$ cat src/sv/mmcs_pkg.sv
// shared types and constants for the min-max contrast stretch block
// no dependencies

package mmcs_pkg;

    localparam int PIX_W           = 16;
    localparam int OUT_W           = 8;
    localparam int NUM_W           = PIX_W + OUT_W;
    localparam int DEF_QUEUE_DEPTH = 2;

    localparam logic             OP_MEASURE = 1'b0;
    localparam logic             OP_CONVERT = 1'b1;
    localparam logic [PIX_W-1:0] PIX_MAX    = {PIX_W{1'b1}};
    localparam logic [OUT_W-1:0] OUT_MAX    = {OUT_W{1'b1}};
    localparam logic [OUT_W-1:0] OUT_ZERO   = '0;

    // one convert job: either a ready result or a divide of diff*255 by span
    typedef struct packed {
        logic             is_div;
        logic [OUT_W-1:0] direct;
        logic [PIX_W-1:0] diff;
        logic [PIX_W-1:0] span;
    } t_job;

    typedef struct packed {
        logic valid;
        t_job job;
    } t_job_port;

endpackage

$ cat src/sv/mmcs_front.sv
// front part: accepts words, tracks running min and max, classifies convert pixels
// depends on mmcs_pkg

module mmcs_front
    import mmcs_pkg::*;
(
    input  logic             i_clk,
    input  logic             i_rst_n,
    input  logic             i_s_tvalid,
    output logic             o_s_tready,
    input  logic [PIX_W-1:0] i_s_tdata,
    input  logic [1:0]       i_s_tuser,
    input  logic             i_q_full,
    output t_job_port        o_push
);

    logic [PIX_W-1:0] r_min, n_min;
    logic [PIX_W-1:0] r_max, n_max;
    logic             w_accept;
    logic             w_op;
    logic             w_first;
    logic [PIX_W-1:0] w_x;

    assign o_s_tready = !i_q_full;
    assign w_accept   = i_s_tvalid && o_s_tready;
    assign w_op       = i_s_tuser[0];
    assign w_first    = i_s_tuser[1];
    assign w_x        = i_s_tdata;

    always_comb begin
        n_min = r_min;
        n_max = r_max;
        o_push.valid      = 1'b0;
        o_push.job.is_div = 1'b0;
        o_push.job.direct = OUT_ZERO;
        o_push.job.diff   = w_x - r_min;
        o_push.job.span   = r_max - r_min;

        if (w_accept) begin
            if (w_op == OP_MEASURE) begin
                if (w_first) begin
                    n_min = w_x;
                    n_max = w_x;
                end else begin
                    if (w_x < r_min) n_min = w_x;
                    if (w_x > r_max) n_max = w_x;
                end
            end else begin
                o_push.valid = 1'b1;
                // empty or zero range and pixels below the minimum give zero
                if (r_max <= r_min || w_x < r_min) begin
                    o_push.job.direct = OUT_ZERO;
                end else if (w_x > r_max) begin
                    o_push.job.direct = OUT_MAX;
                end else begin
                    o_push.job.is_div = 1'b1;
                end
            end
        end
    end

    always_ff @(posedge i_clk) begin
        if (!i_rst_n) begin
            r_min <= PIX_MAX;
            r_max <= '0;
        end else begin
            r_min <= n_min;
            r_max <= n_max;
        end
    end

endmodule

$ cat src/sv/mmcs_queue.sv
// short job queue between front and back parts, held in flops
// depends on mmcs_pkg

module mmcs_queue
    import mmcs_pkg::*;
#(
    parameter int QUEUE_DEPTH = DEF_QUEUE_DEPTH
) (
    input  logic      i_clk,
    input  logic      i_rst_n,
    input  t_job_port i_push,
    input  logic      i_pop,
    output t_job_port o_head,
    output logic      o_full
);

    localparam int PTR_W = (QUEUE_DEPTH > 1) ? $clog2(QUEUE_DEPTH) : 1;
    localparam int CNT_W = $clog2(QUEUE_DEPTH + 1);

    t_job             r_mem [QUEUE_DEPTH];
    logic [PTR_W-1:0] r_wr_ptr, n_wr_ptr;
    logic [PTR_W-1:0] r_rd_ptr, n_rd_ptr;
    logic [CNT_W-1:0] r_count, n_count;
    logic             w_push;
    logic             w_pop;

    assign o_full       = (r_count == CNT_W'(QUEUE_DEPTH));
    assign o_head.valid = (r_count != '0);
    assign o_head.job   = r_mem[r_rd_ptr];
    assign w_push       = i_push.valid && !o_full;
    assign w_pop        = i_pop && o_head.valid;

    always_comb begin
        n_wr_ptr = r_wr_ptr;
        n_rd_ptr = r_rd_ptr;
        n_count  = r_count;
        if (w_push) begin
            n_wr_ptr = (r_wr_ptr == PTR_W'(QUEUE_DEPTH - 1)) ? '0 : r_wr_ptr + 1'b1;
        end
        if (w_pop) begin
            n_rd_ptr = (r_rd_ptr == PTR_W'(QUEUE_DEPTH - 1)) ? '0 : r_rd_ptr + 1'b1;
        end
        if (w_push && !w_pop) begin
            n_count = r_count + 1'b1;
        end else if (w_pop && !w_push) begin
            n_count = r_count - 1'b1;
        end
    end

    always_ff @(posedge i_clk) begin
        if (!i_rst_n) begin
            r_wr_ptr <= '0;
            r_rd_ptr <= '0;
            r_count  <= '0;
        end else begin
            r_wr_ptr <= n_wr_ptr;
            r_rd_ptr <= n_rd_ptr;
            r_count  <= n_count;
        end
    end

    always_ff @(posedge i_clk) begin
        if (w_push) begin
            r_mem[r_wr_ptr] <= i_push.job;
        end
    end

endmodule

$ cat src/sv/mmcs_back.sv
// back part: serial restoring divider with rounding, and the output register
// depends on mmcs_pkg

module mmcs_back
    import mmcs_pkg::*;
(
    input  logic             i_clk,
    input  logic             i_rst_n,
    input  t_job_port        i_head,
    output logic             o_pop,
    output logic             o_m_tvalid,
    input  logic             i_m_tready,
    output logic [OUT_W-1:0] o_m_tdata
);

    localparam int CNT_W = $clog2(OUT_W);

    typedef enum logic [1:0] {
        S_IDLE,
        S_DIV,
        S_DONE
    } t_state;

    t_state           r_state, n_state;
    logic [PIX_W-1:0] r_rem, n_rem;
    logic [PIX_W-1:0] r_div, n_div;
    logic [OUT_W-1:0] r_low, n_low;
    logic [OUT_W-1:0] r_quo, n_quo;
    logic [CNT_W-1:0] r_cnt, n_cnt;
    logic             r_out_valid, n_out_valid;
    logic [OUT_W-1:0] r_out_data, n_out_data;

    logic             w_out_free;
    logic [NUM_W-1:0] w_num;
    logic [PIX_W:0]   w_trial;
    logic             w_ge;
    logic             w_round;
    logic [OUT_W:0]   w_q_rnd;

    assign o_m_tvalid = r_out_valid;
    assign o_m_tdata  = r_out_data;
    assign w_out_free = !r_out_valid || i_m_tready;

    // diff*255 as diff*256 - diff
    assign w_num   = {i_head.job.diff, OUT_ZERO} - {{OUT_W{1'b0}}, i_head.job.diff};
    assign w_trial = {r_rem, r_low[OUT_W-1]};
    assign w_ge    = (w_trial >= {1'b0, r_div});
    // round half up: remainder at least half the divisor
    assign w_round = ({r_rem, 1'b0} >= {1'b0, r_div});
    assign w_q_rnd = {1'b0, r_quo} + {{OUT_W{1'b0}}, w_round};

    always_comb begin
        n_state     = r_state;
        n_rem       = r_rem;
        n_div       = r_div;
        n_low       = r_low;
        n_quo       = r_quo;
        n_cnt       = r_cnt;
        n_out_valid = r_out_valid && !i_m_tready;
        n_out_data  = r_out_data;
        o_pop       = 1'b0;

        case (r_state)
            S_IDLE: begin
                if (i_head.valid) begin
                    if (!i_head.job.is_div) begin
                        if (w_out_free) begin
                            o_pop       = 1'b1;
                            n_out_valid = 1'b1;
                            n_out_data  = i_head.job.direct;
                        end
                    end else begin
                        // numerator < 256*span, so the upper bits start below the divisor
                        o_pop   = 1'b1;
                        n_rem   = w_num[NUM_W-1:OUT_W];
                        n_low   = w_num[OUT_W-1:0];
                        n_div   = i_head.job.span;
                        n_quo   = '0;
                        n_cnt   = CNT_W'(OUT_W - 1);
                        n_state = S_DIV;
                    end
                end
            end
            S_DIV: begin
                n_rem = w_ge ? PIX_W'(w_trial - {1'b0, r_div}) : w_trial[PIX_W-1:0];
                n_quo = {r_quo[OUT_W-2:0], w_ge};
                n_low = {r_low[OUT_W-2:0], 1'b0};
                n_cnt = r_cnt - 1'b1;
                if (r_cnt == '0) begin
                    n_state = S_DONE;
                end
            end
            S_DONE: begin
                if (w_out_free) begin
                    n_out_valid = 1'b1;
                    n_out_data  = w_q_rnd[OUT_W] ? OUT_MAX : w_q_rnd[OUT_W-1:0];
                    n_state     = S_IDLE;
                end
            end
            default: begin
                n_state = S_IDLE;
            end
        endcase
    end

    always_ff @(posedge i_clk) begin
        if (!i_rst_n) begin
            r_state     <= S_IDLE;
            r_out_valid <= 1'b0;
        end else begin
            r_state     <= n_state;
            r_out_valid <= n_out_valid;
        end
        r_rem      <= n_rem;
        r_div      <= n_div;
        r_low      <= n_low;
        r_quo      <= n_quo;
        r_cnt      <= n_cnt;
        r_out_data <= n_out_data;
    end

endmodule

$ cat src/sv/minmax_contrast_stretch_16to8.sv
// channel   dir  signals                           word
// s         in   i_s_tvalid o_s_tready i_s_tdata   tdata: pixel_in; tuser: opcode, first_pixel
//                i_s_tuser
// m         out  o_m_tvalid i_m_tready o_m_tdata   tdata: pixel_out
//
// measure words only update the running min and max in the front part and give no output word
// convert words go through the job queue; out-of-range and empty-range pixels
// give a result in the cycle after the back part picks them up
// in-range pixels go through these steps in the back part: load, 8 steps of the
// serial restoring divider, round; the divider sets the sustained rate
// reset is synchronous, active low; the input stalls only while the queue is full,
// the back part stalls only on its output register

module minmax_contrast_stretch_16to8
    import mmcs_pkg::*;
#(
    parameter int QUEUE_DEPTH = DEF_QUEUE_DEPTH  // 2 to 16
) (
    input  logic             i_clk,
    input  logic             i_rst_n,
    input  logic             i_s_tvalid,
    output logic             o_s_tready,
    input  logic [PIX_W-1:0] i_s_tdata,   // [15:0] pixel_in
    input  logic [1:0]       i_s_tuser,   // [0] opcode, [1] first_pixel
    output logic             o_m_tvalid,
    input  logic             i_m_tready,
    output logic [OUT_W-1:0] o_m_tdata    // [7:0] pixel_out
);

    t_job_port w_push;
    t_job_port w_head;
    logic      w_full;
    logic      w_pop;

    mmcs_front u_front (
        .i_clk      (i_clk),
        .i_rst_n    (i_rst_n),
        .i_s_tvalid (i_s_tvalid),
        .o_s_tready (o_s_tready),
        .i_s_tdata  (i_s_tdata),
        .i_s_tuser  (i_s_tuser),
        .i_q_full   (w_full),
        .o_push     (w_push)
    );

    mmcs_queue #(
        .QUEUE_DEPTH (QUEUE_DEPTH)
    ) u_queue (
        .i_clk   (i_clk),
        .i_rst_n (i_rst_n),
        .i_push  (w_push),
        .i_pop   (w_pop),
        .o_head  (w_head),
        .o_full  (w_full)
    );

    mmcs_back u_back (
        .i_clk      (i_clk),
        .i_rst_n    (i_rst_n),
        .i_head     (w_head),
        .o_pop      (w_pop),
        .o_m_tvalid (o_m_tvalid),
        .i_m_tready (i_m_tready),
        .o_m_tdata  (o_m_tdata)
    );

endmodule

$ cat config.mk
export PLATFORM = sky130hd
export DESIGN_NAME = minmax_contrast_stretch_16to8
export DESIGN_NICKNAME = d
export VERILOG_FILES = /design/src/sv/mmcs_pkg.sv /design/src/sv/mmcs_front.sv /design/src/sv/mmcs_queue.sv /design/src/sv/mmcs_back.sv /design/src/sv/minmax_contrast_stretch_16to8.sv
export SDC_FILE = /design/constraint.sdc
export NUM_CORES = 1
export LEC_CHECK = 0
export ABC_AREA = 1
export ABC_CLOCK_PERIOD_IN_PS = 2800
export BUFFER_PORTS_ARGS = -buffer_cell sky130_fd_sc_hd__buf_2
export CORE_UTILIZATION = 40
export CTS_CLUSTER_DIAMETER = 40
export DETAILED_ROUTE_END_ITERATION = 16
export PLACE_DENSITY_LB_ADDON = 0.2
export SETUP_SLACK_MARGIN = 0.15
export SLEW_MARGIN = 20
export SYNTH_ARGS = -nofsm -noshare
export SYNTH_HDL_FRONTEND = slang
export SYNTH_SLANG_ARGS = --single-unit
$ cat constraint.sdc
create_clock -name i_clk -period 2.8 [get_ports i_clk]
set_clock_uncertainty 0.05 [all_clocks]
set_input_delay 0.14 -clock i_clk [delete_from_list [all_inputs] [get_ports i_clk]]
set_output_delay 0.14 -clock i_clk [all_outputs]
set_load 0.01 [all_outputs]
# Word level (Yosys, flattened, before mapping)

Memories as Yosys holds them, arrays and structs flattened. A register that Yosys moved wholly into a read port is not among the register bits.
Cells that the tools add are included.

$add $sub $neg: 10
Order comparisons: 5
Equality and inequality tests: 9
Bitwise gates (word level): 1
Muxes and demuxes: 50
Reductions and logical operators: 27

Operators with widths:

| operator                                                                 | count |
|---|---|
| 16-bit two-way mux                                                       | 7 |
| 8-bit two-way mux                                                        | 11 |
| 8-bit one-hot mux with 2 select lines                                    | 3 |
| 16-bit subtractor                                                        | 3 |
| 17-bit by 16-bit >= comparator with 1-bit output                         | 2 |
| 16-bit one-hot mux with 2 select lines                                   | 1 |
| 24-bit by 16-bit subtractor with 24-bit output                           | 1 |
| 10-bit two-way mux                                                       | 2 |
| 16-bit greater-than comparator                                           | 1 |
| 16-bit less-or-equal comparator                                          | 1 |
| 16-bit less-than comparator                                              | 1 |
| 1-bit two-way mux                                                        | 15 |
| 2-bit two-way mux                                                        | 6 |
| 3-bit AND reduction                                                      | 4 |
| 2-bit nonzero test                                                       | 6 |
| 8-bit by 1-bit adder with 9-bit output                                   | 1 |
| 2-bit by 1-bit inequality test with 1-bit output (second input constant) | 4 |
| 1-bit logical AND                                                        | 6 |
| 3-bit two-way mux                                                        | 2 |
| 2-bit one-hot mux with 3 select lines                                    | 1 |
| 3-bit one-hot mux with 2 select lines                                    | 1 |
| 1-bit logical NOT                                                        | 5 |
| 5-bit AND reduction                                                      | 1 |
| 2-bit == test (second input constant)                                    | 2 |
| 12 further kinds                                                         | 15 |

Input bits: 22
Register bits: 98
Word-level logic and storage cells: 116
Bits in writable memories: 82
Memories kept: 1

Memories:

| name          | words | width | read ports | clocked after Yosys merged registers in | wr ports | RTL line         | text |
|---|---|---|---|---|---|---|---|
| u_queue.r_mem | 2     | 41    | 1          | 1                                       | 1        | mmcs_queue.sv:20 | `t_job r_mem [QUEUE_DEPTH];` |

# Longest topological paths before layout

Depth after elaboration: 10
Depth in mapped cells: 25

# By module

From an unflattened synthesis, not the netlist that was laid out.

Cell total of the unflattened synthesis: 1,344
Area, all modules: 11,775.0 µm²

By module, submodules not included:

| module     | instances | area an instance (µm²) | cells each |
|---|---|---|---|
| mmcs_back  | 1         | 4,903.5                | 685 |
| mmcs_front | 1         | 3,460.8                | 494 |
| mmcs_queue | 1         | 3,410.8                | 165 |

# Worst setup path before layout

OpenSTA, ideal clock, no wires.

Path type: register -> register
Start: register u_back.r_rem[11]
End: register u_back.r_out_data[5] (netlist: u_back.o_m_tdata[5]) (data pin)
Setup slack: -0.314 ns
Required time: 2.482 ns
Stages on the path, launching flop included: 21
Buffers on the path: 2
Arrival time: 2.796 ns
Period minus slack after synthesis: 3.114 ns
Cell sequence: edfxtp_1 > ha_1 > a21oi_1 > o21ai_0 > a21oi_1 > and2_1 > clkbuf_2 > buf_2 > o31ai_1 > ha_1 > ha_1 > nand2_1 > nor2_1 > inv_1 > nor2_1 > nand2_1 > inv_1 > nand3_1 > inv_1 > o21ai_0 > nand2_1

Longest elaborated chain between the ends: 5

Ends and longest elaborated chain:

| item                                             | RTL line         | text |
|---|---|---|
| from (decl)                                      | mmcs_back.sv:25  | `logic [PIX_W-1:0] r_rem, n_rem;` |
| from (signal assigned)                           | mmcs_back.sv:114 | `r_rem <= n_rem;` |
| 17-bit by 16-bit >= comparator with 1-bit output | mmcs_back.sv:49  | `assign w_round = ({r_rem, 1'b0} >= {1'b0, r_div});` |
| 8-bit by 1-bit adder with 9-bit output           | mmcs_back.sv:50  | `assign w_q_rnd = {1'b0, r_quo} + {{OUT_W{1'b0}}, w_round};` |
| 8-bit two-way mux                                | mmcs_back.sv:96  | `n_out_data = w_q_rnd[OUT_W] ? OUT_MAX : w_q_rnd[OUT_W-1:0];` |
| 8-bit two-way mux                                | mmcs_back.sv:94  | `if (w_out_free) begin` |
| 8-bit one-hot mux with 2 select lines            | mmcs_back.sv:63  | `case (r_state)` |
| via u_back.n_out_data[5]                         | mmcs_back.sv:31  | `logic [OUT_W-1:0] r_out_data, n_out_data;` |
| to (signal assigned)                             | mmcs_back.sv:119 | `r_out_data <= n_out_data;` |
| to (decl)                                        | mmcs_back.sv:31  |  |

The timed path passes the listed nets, and every way through them passes these cells. The select of a mux whose other input is x is not followed.
A chain may end at the register's enable or synchronous reset.

# Worst setup path after layout

Start: register u_back.r_rem[13]
End: register u_back.r_out_data[7] (netlist: u_back.o_m_tdata[7]) (data pin)

Same word-level chain as after synthesis.

==> results by group <==
Power and ir drop
  – P_leak: approximately 6.2 nW
  – PD cells: roughly 1000 mW/mm^2
  – Peak VDD IR: 406 uV
  – Internal power: 0.00775 W
  – Net switching power figure: roughly 0.0061 W
  – Seq pwr share: 0.278
  – Clk pwr share: 0.176
  – Sw frac: 0.439
  – Logic pwr share: 0.546

Critical path
  – Crit-path most repeated cell: nand2_2
  – Worst Path Required: just under 3000 ps
  – CP Max Fanout: 4
  – Top cell family by delay on the critical path: simple AND/OR/NAND/NOR gates
  – Class of the most critical setup path: register to register
  – Critical path arrival: ~3000 ps
  – WP buf/inv: 1
  – Crit path capture type: register
  – Crit-path max cell delay: roughly 430 ps
  – Worst setup SP type: register
  – Critical path cell sequence: ha_4 -> nand2_4 -> nor3_4 -> nand2_2 -> inv_2 -> nand2_2 -> and2_4 -> o31ai_4 -> ha_2 -> nand3_2 -> nor2_4 -> nand2_2 -> nor3_4 -> nand3_1 -> o211ai_1 -> nand2_1
  – CP max-delay cell: edfxtp_1

Timing
  – Final hold vios: 0
  – Sum Neg Setup Slack: -658 ps
  – Final slew viol count: 0
  – Clock period minus worst slack: 2900 ps
  – Max Fclk: ~0.35 GHz
  – Final WS setup: -96.2 ps
  – Fin crit share: 1.03
  – Slew headroom: 0.506
  – Actual slew at the worst max-slew pin: ~740 ps
  – RSZ-0062 raised after global routing: true
  – Setup-failing EPs final: 8
  – WHS: 123 ps

Detailed routing
  – Detailed-route via count: 9301
  – Routed wire length: between 20 and 30 mm
  – Drt first pass iters: 5
  – Residual DRC: 0
  – Wire length per cell: 15.3 microns
  – Initial DRC count: 559
  – Final ANT Viol Nets: 0
  – Via density: around 5

Floorplanning
  – Rows: between 50 and 60
  – Die Area: about 0.028 sq mm
  – Top-Level Pins: 32
  – Die X-Extent: approximately 170 microns
  – Core area: between 0.02 and 0.03 sq mm
  – Die Ht: ~170 microns
  – Starting density of the core: 0.412

Flow run
  – Max_cap viols: 0

Run status
  – Failing checks: negative setup slack
  – Status: complete, but fails checks

Logic synthesis
  – Synthesized flop and latch total: roughly 170
  – Post-synthesis sequential area ratio: 0.425
  – Synthesized instance count: between 1000 and 1500
  – Most common flop cell mapped by yosys: edfxtp_1
  – Mapped Area: about 0.011 sq mm
  – Synthesized Nets: 1504
  – Share of async-settable or async-resettable flops after synthesis: 0
  – Synth warn: 0
  – Synth unique cells: 44
  – Post-synth EDFFs: ~130
  – Avg Inst Size Synth: 7.76 sq um

Place
  – Routability-driven placement congestion ratio: 0.920
  – I/O Buffers: 31
  – DP HPWL: roughly 22 mm

Final layout
  – Synth-to-Final Area Change: 21.8%
  – Final net count: about 1600
  – Most frequent cells in the layout: nand2_1, inv_1, edfxtp_1
  – Antenna Cells: 0
  – Share of cells above drive strength 1: 0.157
  – Most common cell after layout, fill and taps aside: nand2_1

Clock network
  – CTS tree: built
  – Clk slew on worst S/H paths: ~80 ps
  – Num CTS Buffers: 17
  – Worst-Skew Late Latency: approximately 440 ps
  – CTS Root Cell: clkbuf_16
  – Clock Path Buffers: 2
  – CTS HTree Levels: 4
  – CTS Sinks: 167

GRT
  – Initial antenna violation count: 0
  – First-pass GRT wire length: roughly 46 mm
  – Largest net degree at the start of global routing: 37
  – Gr usage total: 0.213
  – Remaining global-route overflow: 0
  – Vias in the first global route: about 9000

Hold path
  – Worst hold path type: input pin to register
## kinds of logic (layout without fill, tap and decap cells)
family / Yosys count / count (layout) / share of synthesized area
buf+inv: 253 / 389 / 0.0900
fa+ha+maj: 81 / 81 / 0.0953
flops: 167 / 167 / 0.425
simple gates: 696 / 696 / 0.273
compound gates: 163 / 163 / 0.0838
xor+xnor: 41 / 41 / 0.0330
## per-stage QoR
stage          total power (W)   util  worst slack, ps  std cells  cell area (sq um)
2_1_floorplan          0.00845      -             -109       1401              11000
5_1_grt                 0.0148  0.502             -308       1872              13200
6_report                0.0138  0.502            -96.2       1872              13200
3_3_place_gp            0.0109  0.457             -139       1809              12000
4_1_cts                 0.0135  0.489            -84.4       1861              12900
3_5_place_dp            0.0109  0.457             -175       1809              12000
## synthesized netlist by cell type, types with 3 or more instances
master    instances  area, sq um
a21boi_0          4         30.0
a21o_1            3         22.5
a21oi_1          76          380
a31oi_1           6         37.5
buf_2             4         20.0
clkbuf_1         21         78.8
dfxtp_1          40          801
edfxtp_1        127         3810
fa_1              3         60.1
ha_1             78          976
inv_1           216          811
inv_2             3         11.3
nand2_1         384         1440
nand2_2           5         31.3
nand3_1         119          596
nand3b_1         12         90.1
nand4_1          25          156
nor2_1          123          462
nor2_2            3         18.8
nor2_4            3         33.8
nor3_1           13         65.1
o21ai_0          43          215
o21ai_1           9         45.0
o21ai_2           3         26.3
o21bai_1          9         67.6
o31ai_1           3         22.5
xnor2_1          14          123
xor2_1           27          236
## cell type report
class                           count  area (sq um)
Clock buffer                       17           425
Clock inverter                     15           178
Fill cell                        2506         13100
Inverter                          221           832
Multi-Input combinational cell    981          5680
Sequential cell                   167          4620
Tap cell                          335           419
Timing Repair Buffer              136          1090
## power groups by stage
stage	clock [W]	combinational, W	sequential, W
after CTS	0.00247	0.00719	0.00383
after floorplan	0	0.00461	0.00384
final	0.00242	0.00754	0.00384
after detailed placement	0	0.00707	0.00387
after global placement	0	0.00701	0.00385
after global routing	0.00256	0.00838	0.00390
## worst min-delay path, cell delays in order
cell and delay (ps):
buf_2 110, nor2_4 50, nand2_4 160, nand2_1 70, nand3_1 50
## sequential cells by signal (all words and copies together) (netlist names), named ones only
signal and count:
u_back.r_low 8, u_back.r_quo 8, u_back.r_cnt 3, u_queue.r_mem 68
u_back.r_state 2, u_queue.r_wr_ptr 1, u_queue.r_count 2, u_back.r_div 16
u_front.r_max 16, u_back.r_rem 16, u_queue.r_rd_ptr 1, u_back.o_m_tvalid 1
u_front.r_min 16, u_back.o_m_tdata 8
## path summary, 6_finish.rpt
| check | startpoint | endpoint | depth (start not counted) | slack [ps] |
|---|---|---|---|---|
| max | u_back.r_rem[13]$_DFFE_PP_ | u_back.o_m_tdata[7]$_DFFE_PP_ | 16 | -100 |
| min | i_s_tuser[0] | u_front.r_min[5]$_SDFFE_PN1P_ | 5 | 120 |
| max reg2reg | u_back.r_rem[13]$_DFFE_PP_ | u_back.o_m_tdata[7]$_DFFE_PP_ | 16 | -100 |
| min reg2reg | u_front.r_min[8]$_SDFFE_PN1P_ | u_front.r_min[8]$_SDFFE_PN1P_ | 2 | 410 |
## timing repair
item | 4_1_cts | 5_1_grt
pin swaps | 10 | 15
gates cloned | 0 | 2
setup buffers | 3 | 9
endpoints found under the hold margin | 20 | 0
resized for setup | 11 | 60
hold buffers | 17 | 0
endpoints found under the setup margin | 15 | 38
## layer usage
metal  wire length (microns)  part of all wire  global-route usage  up-vias
li1                        -                 -                   -     4825
met3                     932             0.033              0.0356       33
met2                   13500              0.47               0.359      169
met5                       0                 0                   0        -
met1                   13500              0.47               0.277     4274
met4                     651             0.023              0.0680        0
No activity file was read; power rests on OpenSTA's default activity.
